===== config.mk =====
export PLATFORM = sky130hd
export DESIGN_NAME = button_gesture_power_sequencer
export DESIGN_NICKNAME = d
export VERILOG_FILES = /design/src/rtl/bgps_pkg.sv /design/src/rtl/button_gesture_power_sequencer.sv
export SDC_FILE = /design/constraint.sdc
export NUM_CORES = 1
export LEC_CHECK = 0
export ABC_AREA = 1
export ABC_CLOCK_PERIOD_IN_PS = 9800
export BUFFER_PORTS_ARGS = -buffer_cell sky130_fd_sc_hd__buf_2
export CAP_MARGIN = 15
export CORE_ASPECT_RATIO = 1.5
export CORE_MARGIN = 8
export CORE_UTILIZATION = 30
export DETAILED_ROUTE_END_ITERATION = 10
export SLEW_MARGIN = 20
export SYNTH_ARGS = -nofsm -noshare
export SYNTH_HDL_FRONTEND = slang
export SYNTH_SLANG_ARGS = --single-unit

===== constraint.sdc =====
create_clock -name clk -period 9.8 [get_ports clk]
set_input_delay 2.45 -clock clk [delete_from_list [all_inputs] [get_ports clk]]
set_output_delay 2.45 -clock clk [all_outputs]
set_load 0.05 [all_outputs]

===== src/rtl/bgps_pkg.sv =====
// Package: types, constants and register map of the button gesture power sequencer.
package bgps_pkg;

  localparam int HISTORY_RUNS     = 5;
  localparam int SETTLE_READS     = 20;
  localparam int DEBOUNCE_SAMPLES = 4;

  localparam int RUN_W   = 11;
  localparam int CMP_W   = 12;
  localparam int TIMER_W = 15;
  localparam int CNT_W   = 5;
  localparam int ADDR_W  = 5;

  typedef logic signed [RUN_W-1:0] run_t;
  typedef logic signed [CMP_W-1:0] cmp_t;

  localparam run_t RUN_SAT_POS = run_t'(1023);
  localparam run_t RUN_SAT_NEG = run_t'(-1023);
  localparam run_t RUN_ONE     = run_t'(1);
  localparam run_t RUN_MINUS   = run_t'(-1);

  localparam logic [TIMER_W-1:0] TIMER_MAX   = {TIMER_W{1'b1}};
  localparam logic [CNT_W-1:0]   SETTLE_LAST = CNT_W'(SETTLE_READS);

  typedef enum logic [2:0] {
    MODE_INITIAL   = 3'd0,
    MODE_SETTLING  = 3'd1,
    MODE_RECORDING = 3'd2,
    MODE_IDLE      = 3'd3,
    MODE_OFF       = 3'd4
  } mode_t;

  typedef enum logic [3:0] {
    ACT_NONE          = 4'd0,
    ACT_START_LINK    = 4'd1,
    ACT_START_REC     = 4'd2,
    ACT_STOP_REC_OFF  = 4'd3,
    ACT_STOP_REC_LINK = 4'd4,
    ACT_REC_FINISHED  = 4'd5,
    ACT_INVALID_WAKE  = 4'd6,
    ACT_IDLE_TIMEOUT  = 4'd7,
    ACT_SINGLE_CLICK  = 4'd8,
    ACT_NOT_PIN_WAKE  = 4'd9
  } action_t;

  localparam logic [2:0] REG_WOKE_BY_BUTTON = 3'd0;
  localparam logic [2:0] REG_LONG_PRESS     = 3'd1;
  localparam logic [2:0] REG_CLICK_MIN      = 3'd2;
  localparam logic [2:0] REG_CLICK_MAX      = 3'd3;
  localparam logic [2:0] REG_IDLE_TIMEOUT   = 3'd4;

  localparam logic [9:0]         RST_LONG_PRESS   = 10'd200;
  localparam logic [9:0]         RST_CLICK_MIN    = 10'd8;
  localparam logic [9:0]         RST_CLICK_MAX    = 10'd30;
  localparam logic [TIMER_W-1:0] RST_IDLE_TIMEOUT = TIMER_W'(18000);

endpackage


===== src/rtl/button_gesture_power_sequencer.sv =====
// Button gesture power sequencer: debounce, run history, gesture decode and mode machine.
// Throughput: one word per cycle unless the master side stalls; the input register feeds
// a single pass of gesture and mode logic into the result register, and the state updates
// on the same edge.
// Reset (rst, synchronous): mode initial, debounce window all ones, history
// 0,0,0,0,1, counters cleared, registers at their defaults, both stream sides empty.
module button_gesture_power_sequencer (
  input  logic                         clk,
  input  logic                         rst,
  input  logic                         s_axis_tvalid,
  output logic                         s_axis_tready,
  input  logic [7:0]                   s_axis_tdata,  // button_pin, subscription_on, recording_finished
  output logic                         m_axis_tvalid,
  input  logic                         m_axis_tready,
  output logic [7:0]                   m_axis_tdata,  // action[3:0], mode[6:4]
  input  logic                         psel,
  input  logic                         penable,
  input  logic                         pwrite,
  input  logic [bgps_pkg::ADDR_W-1:0]  paddr,
  input  logic [31:0]                  pwdata,
  output logic [31:0]                  prdata,
  output logic                         pready
);
  import bgps_pkg::*;

  logic                 woke_by_button;
  logic [9:0]           long_press_ticks;
  logic [9:0]           click_min;
  logic [9:0]           click_max;
  logic [TIMER_W-1:0]   idle_timeout_ticks;

  logic                 in_valid;
  logic                 in_pin;
  logic                 in_sub;
  logic                 in_fin;
  logic                 out_valid;
  action_t              out_action;
  mode_t                out_mode;
  logic                 advance;

  logic [DEBOUNCE_SAMPLES-1:0] window, window_next, win_s;
  run_t                 hist [HISTORY_RUNS];
  run_t                 hist_next [HISTORY_RUNS];
  run_t                 hist_s [HISTORY_RUNS];
  mode_t                mode, mode_next;
  action_t              action;
  logic [CNT_W-1:0]     settle_count, settle_count_next, cnt_inc;
  logic                 settle_target, settle_target_next;
  logic [TIMER_W-1:0]   idle_timer, idle_timer_next, timer_upd;

  logic                 s_pos, s_neg, extend;
  run_t                 nw, nw_ext;
  cmp_t                 cmin, cmax, lpt;
  cmp_t                 hx [8];
  cmp_t                 h0, h1, h2, h3;
  logic [2:0]           hsel;
  logic                 hold_hit, tap_once, tap_twice, in_progress;
  logic                 cfg_write;

  function automatic cmp_t ext(input run_t v);
    ext = {v[RUN_W-1], v};
  endfunction

  function automatic logic in_click(input cmp_t v, input cmp_t lo, input cmp_t hi);
    in_click = (lo < v) && (v < hi);
  endfunction

  function automatic logic in_gap(input cmp_t v, input cmp_t lo, input cmp_t hi);
    in_gap = (-hi < v) && (v < -lo);
  endfunction

  // configuration port
  assign pready    = 1'b1;
  assign cfg_write = psel && penable && pwrite;

  always_ff @(posedge clk) begin
    if (rst) begin
      woke_by_button     <= 1'b1;
      long_press_ticks   <= RST_LONG_PRESS;
      click_min          <= RST_CLICK_MIN;
      click_max          <= RST_CLICK_MAX;
      idle_timeout_ticks <= RST_IDLE_TIMEOUT;
    end else if (cfg_write) begin
      case (paddr[ADDR_W-1:2])
        REG_WOKE_BY_BUTTON: woke_by_button     <= pwdata[0];
        REG_LONG_PRESS:     long_press_ticks   <= pwdata[9:0];
        REG_CLICK_MIN:      click_min          <= pwdata[9:0];
        REG_CLICK_MAX:      click_max          <= pwdata[9:0];
        REG_IDLE_TIMEOUT:   idle_timeout_ticks <= pwdata[TIMER_W-1:0];
        default: ;
      endcase
    end
  end

  always_comb begin
    case (paddr[ADDR_W-1:2])
      REG_WOKE_BY_BUTTON: prdata = {31'd0, woke_by_button};
      REG_LONG_PRESS:     prdata = {22'd0, long_press_ticks};
      REG_CLICK_MIN:      prdata = {22'd0, click_min};
      REG_CLICK_MAX:      prdata = {22'd0, click_max};
      REG_IDLE_TIMEOUT:   prdata = {{(32-TIMER_W){1'b0}}, idle_timeout_ticks};
      default:            prdata = 32'd0;
    endcase
  end

  // stream handshake
  assign advance       = in_valid && (!out_valid || m_axis_tready);
  assign s_axis_tready = !in_valid || advance;
  assign m_axis_tvalid = out_valid;
  assign m_axis_tdata  = {1'b0, out_mode, out_action};

  always_ff @(posedge clk) begin
    if (rst) begin
      in_valid <= 1'b0;
    end else if (s_axis_tvalid && s_axis_tready) begin
      in_valid <= 1'b1;
    end else if (advance) begin
      in_valid <= 1'b0;
    end
  end

  always_ff @(posedge clk) begin
    if (s_axis_tvalid && s_axis_tready) begin
      in_pin <= s_axis_tdata[0];
      in_sub <= s_axis_tdata[1];
      in_fin <= s_axis_tdata[2];
    end
  end

  always_ff @(posedge clk) begin
    if (rst) begin
      out_valid <= 1'b0;
    end else if (advance) begin
      out_valid <= 1'b1;
    end else if (m_axis_tready) begin
      out_valid <= 1'b0;
    end
  end

  always_ff @(posedge clk) begin
    if (advance) begin
      out_action <= action;
      out_mode   <= mode_next;
    end
  end

  // debounce and run history after one sample
  always_comb begin
    win_s  = {window[DEBOUNCE_SAMPLES-2:0], ~in_pin};
    s_pos  = &win_s;
    s_neg  = ~|win_s;
    nw     = hist[HISTORY_RUNS-1];
    extend = !(s_pos || s_neg) || (s_pos && nw > 0) || (s_neg && nw < 0);
    if (nw > 0) begin
      nw_ext = (nw < RUN_SAT_POS) ? run_t'(nw + RUN_ONE) : nw;
    end else begin
      nw_ext = (nw > RUN_SAT_NEG) ? run_t'(nw - RUN_ONE) : nw;
    end
    for (int i = 0; i < HISTORY_RUNS - 1; i++) begin
      hist_s[i] = extend ? hist[i] : hist[i+1];
    end
    if (extend) begin
      hist_s[HISTORY_RUNS-1] = nw_ext;
    end else begin
      hist_s[HISTORY_RUNS-1] = s_pos ? RUN_ONE : RUN_MINUS;
    end
  end

  // gesture decode on the updated history
  always_comb begin
    cmin = cmp_t'({2'b00, click_min});
    cmax = cmp_t'({2'b00, click_max});
    lpt  = cmp_t'({2'b00, long_press_ticks});
    for (int i = 0; i < 8; i++) begin
      hx[i] = (i < HISTORY_RUNS) ? ext(hist_s[i % HISTORY_RUNS]) : cmp_t'(0);
    end
    hold_hit  = ext(hist_s[4]) == lpt;
    tap_once  = (ext(hist_s[2]) < -cmax) && in_click(ext(hist_s[3]), cmin, cmax)
                && (hist_s[4] == RUN_MINUS);
    tap_twice = ((hist_s[0] == '0) || (ext(hist_s[0]) < -cmax))
                && in_click(ext(hist_s[1]), cmin, cmax)
                && in_gap(ext(hist_s[2]), cmin, cmax)
                && in_click(ext(hist_s[3]), cmin, cmax)
                && (hist_s[4] == RUN_MINUS);
    priority if (hist_s[3] == '0) hsel = 3'd4;
    else if (hist_s[2] == '0)     hsel = 3'd3;
    else if (hist_s[1] == '0)     hsel = 3'd2;
    else if (hist_s[0] == '0)     hsel = 3'd1;
    else                          hsel = 3'd0;
    h0 = hx[hsel];
    h1 = hx[3'(hsel + 3'd1)];
    h2 = hx[3'(hsel + 3'd2)];
    h3 = hx[3'(hsel + 3'd3)];
    in_progress = ((0 < h0) && (h0 < lpt) && (h1 == 0))
                  || ((0 < h0) && (h0 < cmax) && (h1 == 0))
                  || (in_click(h0, cmin, cmax) && (-cmax < h1) && (h1 < 0) && (h2 == 0))
                  || (in_click(h0, cmin, cmax) && in_gap(h1, cmin, cmax)
                      && (0 < h2) && (h2 < cmax) && (h3 == 0));
  end

  // mode machine
  always_ff @(posedge clk) begin
    if (rst) begin
      mode          <= MODE_INITIAL;
      window        <= {DEBOUNCE_SAMPLES{1'b1}};
      for (int i = 0; i < HISTORY_RUNS - 1; i++) begin
        hist[i] <= '0;
      end
      hist[HISTORY_RUNS-1] <= RUN_ONE;
      settle_count  <= '0;
      settle_target <= 1'b0;
      idle_timer    <= '0;
    end else if (advance) begin
      mode          <= mode_next;
      window        <= window_next;
      hist          <= hist_next;
      settle_count  <= settle_count_next;
      settle_target <= settle_target_next;
      idle_timer    <= idle_timer_next;
    end
  end

  always_comb begin
    mode_next          = mode;
    action             = ACT_NONE;
    window_next        = window;
    hist_next          = hist;
    settle_count_next  = settle_count;
    settle_target_next = settle_target;
    idle_timer_next    = idle_timer;
    cnt_inc            = CNT_W'(settle_count + 1'b1);
    if (in_sub) begin
      timer_upd = '0;
    end else begin
      timer_upd = (idle_timer < TIMER_MAX) ? TIMER_W'(idle_timer + 1'b1) : idle_timer;
    end
    unique case (mode)
      MODE_INITIAL: begin
        if (!woke_by_button) begin
          action    = ACT_NOT_PIN_WAKE;
          mode_next = MODE_OFF;
        end else begin
          window_next = win_s;
          hist_next   = hist_s;
          if (hold_hit) begin
            mode_next          = MODE_SETTLING;
            settle_target_next = 1'b0;
            settle_count_next  = '0;
          end else if (tap_twice) begin
            mode_next          = MODE_SETTLING;
            settle_target_next = 1'b1;
            settle_count_next  = '0;
          end else if (!in_progress) begin
            action    = ACT_INVALID_WAKE;
            mode_next = MODE_OFF;
          end
        end
      end
      MODE_SETTLING: begin
        window_next = win_s;
        hist_next   = hist_s;
        if (cnt_inc >= SETTLE_LAST) begin
          settle_count_next = '0;
          if (settle_target) begin
            action    = ACT_START_REC;
            mode_next = MODE_RECORDING;
          end else begin
            action          = ACT_START_LINK;
            mode_next       = MODE_IDLE;
            idle_timer_next = '0;
          end
        end else begin
          settle_count_next = cnt_inc;
        end
      end
      MODE_RECORDING: begin
        window_next = win_s;
        hist_next   = hist_s;
        if (in_fin) begin
          action    = ACT_REC_FINISHED;
          mode_next = MODE_OFF;
        end else if (tap_twice) begin
          action    = ACT_STOP_REC_OFF;
          mode_next = MODE_OFF;
        end else if (hold_hit) begin
          action          = ACT_STOP_REC_LINK;
          mode_next       = MODE_IDLE;
          idle_timer_next = '0;
        end
      end
      MODE_IDLE: begin
        idle_timer_next = timer_upd;
        if (timer_upd > idle_timeout_ticks) begin
          action    = ACT_IDLE_TIMEOUT;
          mode_next = MODE_OFF;
        end else begin
          window_next = win_s;
          hist_next   = hist_s;
          if (tap_once) begin
            action    = ACT_SINGLE_CLICK;
            mode_next = MODE_OFF;
          end
        end
      end
      default: begin
        mode_next = MODE_OFF;
      end
    endcase
  end

endmodule


## Word-level counts from Yosys, hierarchy flattened

Cells that the tools add are included.

| word-level totals | value |
|---|---|
| output and inout bits | 43 |
| logic and storage cells | 224 |
| flip-flop bits (word level) | 140 |

| operators by class | value |
|---|---|
| $add $sub $neg | 9 |
| reductions and logical operators | 68 |
| muxes and demuxes | 75 |
| bitwise operators | 5 |
| order comparisons | 28 |
| equal/unequal tests | 17 |

Operators with widths:

| kind | number |
|---|---|
| case mux 55 bit (3 select lines) | 1 |
| binary-select mux 12 bit (select 3 bit) | 4 |
| 2-to-1 mux 55 bit | 2 |
| 2-to-1 mux 15 bit | 7 |
| 2-to-1 mux 11 bit | 9 |
| logical NOT 32 bit | 3 |
| 2-to-1 mux 12 bit | 8 |
| case mux 15 bit (5 select lines) | 1 |
| 2-to-1 mux 3 bit | 19 |
| less-than comparator 11 x 12 -> 1 bit | 4 |
| less-than comparator 12 x 11 -> 1 bit | 4 |
| case mux 15 bit (3 select lines) | 1 |
| logical NOT 11 bit | 4 |
| less-than comparator 11 bit | 4 |
| logical AND 1 bit | 28 |
| less-than comparator 1 x 12 -> 1 bit, first input constant | 2 |
| less-than comparator 12 bit | 2 |
| negator 10 -> 12 bit | 2 |
| 2-to-1 mux 5 bit | 4 |
| greater-or-equal comparator 4 bit, second input constant | 4 |
| inverter 3 -> 4 bit | 4 |
| case mux 4 bit (4 select lines) | 1 |
| AND reduction 4 bit | 4 |
| adder 15 x 1 -> 15 bit, second input constant | 1 |
| 36 further kinds | 79 |

## Logic depth before layout (Yosys ltp)

| depth | value |
|---|---|
| word-level depth | 30 |
| depth in mapped cells | 48 |
| depth with buffers taken out | 45 |

## Least setup slack after synthesis

Ideal clock, no wire load.

| timing path | value |
|---|---|
| path type | in2out |
| start | in paddr[3] in the netlist's numbering |
| end | out prdata[10] |
| buffers on the path | 1 |
| data required time | 7.350 ns |
| setup slack | 3.791 ns |
| arrival | 3.559 ns |
| stages on the path | 4 |
| cell sequence | nor2_1 -> nand2_1 -> clkbuf_1 -> nor2_1 |

| on the way | value |
|---|---|
| word-level cells in the longest chain between the ends | 2 |
| elaborated cells on any way between the ends | 6 |
| classes of those cells | eq/ne (4); mux (1); reduce/logical (1) |

Ends and longest elaborated chain:

| what | line | source |
|---|---|---|
| from (decl) | button_gesture_power_sequencer.sv:19 | `input logic [bgps_pkg::ADDR_W-1:0] paddr,` |
| == test 3 bit (tied with other cells) | button_gesture_power_sequencer.sv:96 | `case (paddr[ADDR_W-1:2])` |
| case mux 15 bit (5 select lines) * | button_gesture_power_sequencer.sv:96 |  |
| to (decl) | button_gesture_power_sequencer.sv:21 | `output logic [31:0] prdata,` |

Every way passes the cells marked *; elsewhere a longest branch is shown, timed or not.

## Worst setup path in the final report

| timing path | value |
|---|---|
| start | reg hist, in the netlist nw[0] |
| end | reg out_mode[0], data pin |

| on the way | value |
|---|---|
| word-level cells in the longest chain between the ends | 27 |
| elaborated cells on any way between the ends | 103 |
| classes of those cells | add/sub (5); order compare (21); eq/ne (2); mux (34); bitwise (4); reduce/logical (37) |

Ends and longest elaborated chain:

| what | line | source |
|---|---|---|
| from (decl) | button_gesture_power_sequencer.sv:42 | `run_t hist [HISTORY_RUNS];` |
| from (signal assigned) | button_gesture_power_sequencer.sv:216 | `hist <= hist_next;` |
| > comparator 11 x 1 -> 1 bit | button_gesture_power_sequencer.sv:153, button_gesture_power_sequencer.sv:154 |  |
| logical AND 1 bit | button_gesture_power_sequencer.sv:153 | `extend = !(s_pos \|\| s_neg) \|\| (s_pos && nw > 0) \|\| (s_neg && nw < 0);` |
| logical OR 1 bit (2 in a row) | button_gesture_power_sequencer.sv:153 |  |
| 2-to-1 mux 11 bit | button_gesture_power_sequencer.sv:160 | `hist_s[i] = extend ? hist[i] : hist[i+1];` |
| logical NOT 11 bit | button_gesture_power_sequencer.sv:180, button_gesture_power_sequencer.sv:188 |  |
| 2-to-1 mux 1 bit | button_gesture_power_sequencer.sv:188 | `else if (hist_s[0] == '0) hsel = 3'd1;` |
| 2-to-1 mux 2 bit | button_gesture_power_sequencer.sv:187 | `else if (hist_s[1] == '0) hsel = 3'd2;` |
| 2-to-1 mux 2 bit | button_gesture_power_sequencer.sv:186 | `else if (hist_s[2] == '0) hsel = 3'd3;` |
| [... 9 more ...] | - |  |
| logical AND 1 bit (3 in a row) | button_gesture_power_sequencer.sv:198 | `&& (0 < h2) && (h2 < cmax) && (h3 == 0));` |
| logical OR 1 bit | button_gesture_power_sequencer.sv:197 | `\|\| (in_click(h0, cmin, cmax) && in_gap(h1, cmin, cmax)` |
| 2-to-1 mux 3 bit | button_gesture_power_sequencer.sv:253 | `end else if (!in_progress) begin` |
| 2-to-1 mux 3 bit | button_gesture_power_sequencer.sv:249 | `end else if (tap_twice) begin` |
| 2-to-1 mux 3 bit | button_gesture_power_sequencer.sv:245 | `if (hold_hit) begin` |
| 2-to-1 mux 3 bit | button_gesture_power_sequencer.sv:239 | `if (!woke_by_button) begin` |
| case mux 3 bit (4 select lines) * | button_gesture_power_sequencer.sv:237 | `unique case (mode)` |
| via mode_next[0] | button_gesture_power_sequencer.sv:45 | `mode_t mode, mode_next;` |
| to (signal assigned) | button_gesture_power_sequencer.sv:143 | `out_mode <= mode_next;` |
| to (decl) | button_gesture_power_sequencer.sv:38 | `mode_t out_mode;` |

Mark *: on every way through the listed nets, which the timed path passes. The rest lies on a longest branch. The select of a mux whose other input is x is not followed.
A chain may end at the register's enable or synchronous reset.

==> results.json <==
{
  "status": "finished clean",
  "h-tree-depth": 4,
  "core_area_mm2": 0.04259,
  "setup_viol_count_final": 0,
  "crit_slowest_cell": "nand2_4",
  "cp_max_fo": 57,
  "drv_cap": 0,
  "tightest_slew_ns": 1.062,
  "synth-seq-cells": 140,
  "min_period_ns": 7.586,
  "clock.fmax_ghz": 0.1318,
  "wire_per_inst_um": 20.10,
  "slew_headroom_pct": 29.05,
  "leakagePower_nw": 6.869,
  "synth-edff-count": 10,
  "syn_inst": 1964,
  "drt_iter0_markers": 969,
  "irDropWorstVdd_mv": 0.1624,
  "critPathArrivalTime_ns": 7.79,
  "grt_max_degree": 69,
  "async_flop_share_pct": 0,
  "die_h_um": 269.6,
  "synthTopCellsByArea": "dfxtp_1, ha_1, nand2_1, inv_1, a21oi_1",
  "n_antenna_cell": 0,
  "final_nets": 2176,
  "synth_area_mm2": 0.01286,
  "ys_seq_area_share_pct": 22.57,
  "cts_resized": 0,
  "clk_pin_slew_ns": 0.07,
  "cts_root_buffer": "clkbuf_16",
  "fp-row-count": 93,
  "global_route.overflow_total": 0,
  "clk_path_buf_depth": 2,
  "yosysTopAreaCell": "dfxtp_1",
  "rsz0062_at_grt": "no",
  "post_cts_buffers": 0,
  "critPathCaptureType": "register",
  "vias": 13500,
  "start_util_pct": 30.20,
  "critPathMaxStageDelay_ns": 0.66,
  "die_area_mm2": 0.04990,
  "ios": 95,
  "cts_buffers": 17,
  "numClockSinks": 140,
  "critPathBufInv": 6,
  "yosysWarnings": 0,
  "holdWs_ns": 0.4549,
  "io_buffers": 51,
  "grt_usage_pct": 20.53,
  "synth_cell_type_count": 62,
  "synth_top_cells_by_count": "nand2_1, inv_1, a21oi_1",
  "cp-start-kind": "register",
  "synthFlopType": "dfxtp_1",
  "clk_latency_ns": 0.46,
  "min_path_type": "register to register",
  "worstPathRequired_ns": 10.01,
  "cts_tree": "built",
  "grt_antenna_before_repair": 0,
  "power.density_mw_per_mm2": 198.6,
  "crit_family": "simple AND/OR/NAND/NOR gates",
  "grt_pass1_vias": 13270,
  "worst_slack_ns": 2.214,
  "syn_area_per_cell_um2": 6.550,
  "slew_violations": 0,
  "gp_congestion": 0.9816,
  "setup_tns_ns": 0,
  "drive_above_1_share_pct": 7.944,
  "cts_hold_buf": 0,
  "dp_hpwl_mm": 40.39,
  "via_per_inst": 5.276,
  "route.detailed.drc": 0,
  "finalCritPeriodShare_pct": 77.41,
  "synth.most_common_cell": "nand2_1",
  "skew_ns": 0.01002,
  "path_class": "register to register",
  "hold_violations": 0,
  "drt-total-wl_mm": 51.44,
  "die_x_um": 185.1,
  "ant_nets": 0,
  "post-place-ws_ns": 2.352,
  "area_delta_synth_final_pct": 9.999,
  "dr.pass1.iters": 8,
  "crit_top_cell": "nand2_1",
  "synth_top_area_share_pct": 20.23,
  "grt_pass1_wl_mm": 77.98
}
==> worst min-delay path: cells and delay by family (launching register included) <==
kind / cells / cell delay [ns]
DFF: 1 / 0.30
buffers and inverters: 1 / 0.06
AOI/OAI and AO/OA: 1 / 0.05
==> cell families (layout without fill, tap and decap cells) <==
logic type	count (synthesis)	in the layout	synth area share [%]
buf+inv	375	383	12.29
xor+xnor	34	34	2.315
other cells	2	19	0.05838
simple gates	779	779	26.37
compound gates	486	486	22.00
flops	140	140	22.57
fa+ha+maj	148	148	14.40
==> layout make-up <==
type | count | area (µm²)
inverters | 289 | 1086
multi-input cells | 1466 | 8451
fillers | 4701 | 28440
repair buffers | 62 | 337.8
clock buffers | 19 | 464.2
flip-flops and latches | 140 | 2903
clock inverters | 13 | 195.2
well taps | 570 | 713.2
==> worst paths after layout <==
path                    startpoint               endpoint  slack, ns  cells after the start
min          hist[52]$_SDFFE_PP0P_  hist[52]$_SDFFE_PP0P_       0.45                      2
max             nw[0]$_SDFFE_PP1P_  out_mode[0]$_DFFE_PP_       2.21                     37
max reg2reg     nw[0]$_SDFFE_PP1P_  out_mode[0]$_DFFE_PP_       2.21                     37
min reg2reg  hist[52]$_SDFFE_PP0P_  hist[52]$_SDFFE_PP0P_       0.45                      2
==> per-stage QoR <==
step	utilization [%]	instances	area, µm²	total power, mW
2_1_floorplan	-	1981	12930	1.635
3_3_place_gp	31.68	2527	13490	2.024
3_5_place_dp	31.68	2527	13490	2.044
4_1_cts	33.22	2559	14150	2.795
5_1_grt	33.22	2559	14150	3.000
6_report	33.22	2559	14150	2.810
==> flip-flops by register name, summed over array words and instances, names as in the netlist, 3 cells and up <==
signal              flops
hist                   44
idle_timeout_ticks     15
idle_timer             15
nw                     11
click_max              10
click_min              10
long_press_ticks       10
settle_count            5
out_action              4
mode                    3
out_mode                3
window                  3
==> placed cells by master (no fill, tap or decap), drive strengths merged, types with 32 or more instances in the layout <==
master,count
buf,62
ha,148
nor3,48
inv,291
nand2,402
a21oi,196
dfxtp,130
nand3,143
nor2,135
o21ai,183
xor2,32
nand4,34
==> where the power goes <==
| part | total [mW] | switching, mW | internal, mW |
|---|---|---|---|
| registers | 0.640 | 0.0317 | 0.608 |
| clock network | 0.747 | 0.295 | 0.453 |
| logic | 1.42 | 1.00 | 0.421 |
==> per-layer routing <==
metal / vias up / wire length [µm] / global-route usage, %
met3: 177 / 2891 / 3.716
li1: 6618 / - / -
met5: - / 0 / 0
met1: 6192 / 18930 / 21.39
met2: 515 / 25070 / 35.44
met4: 0 / 4546 / 16.58
(Power assumes the default switching activity.)
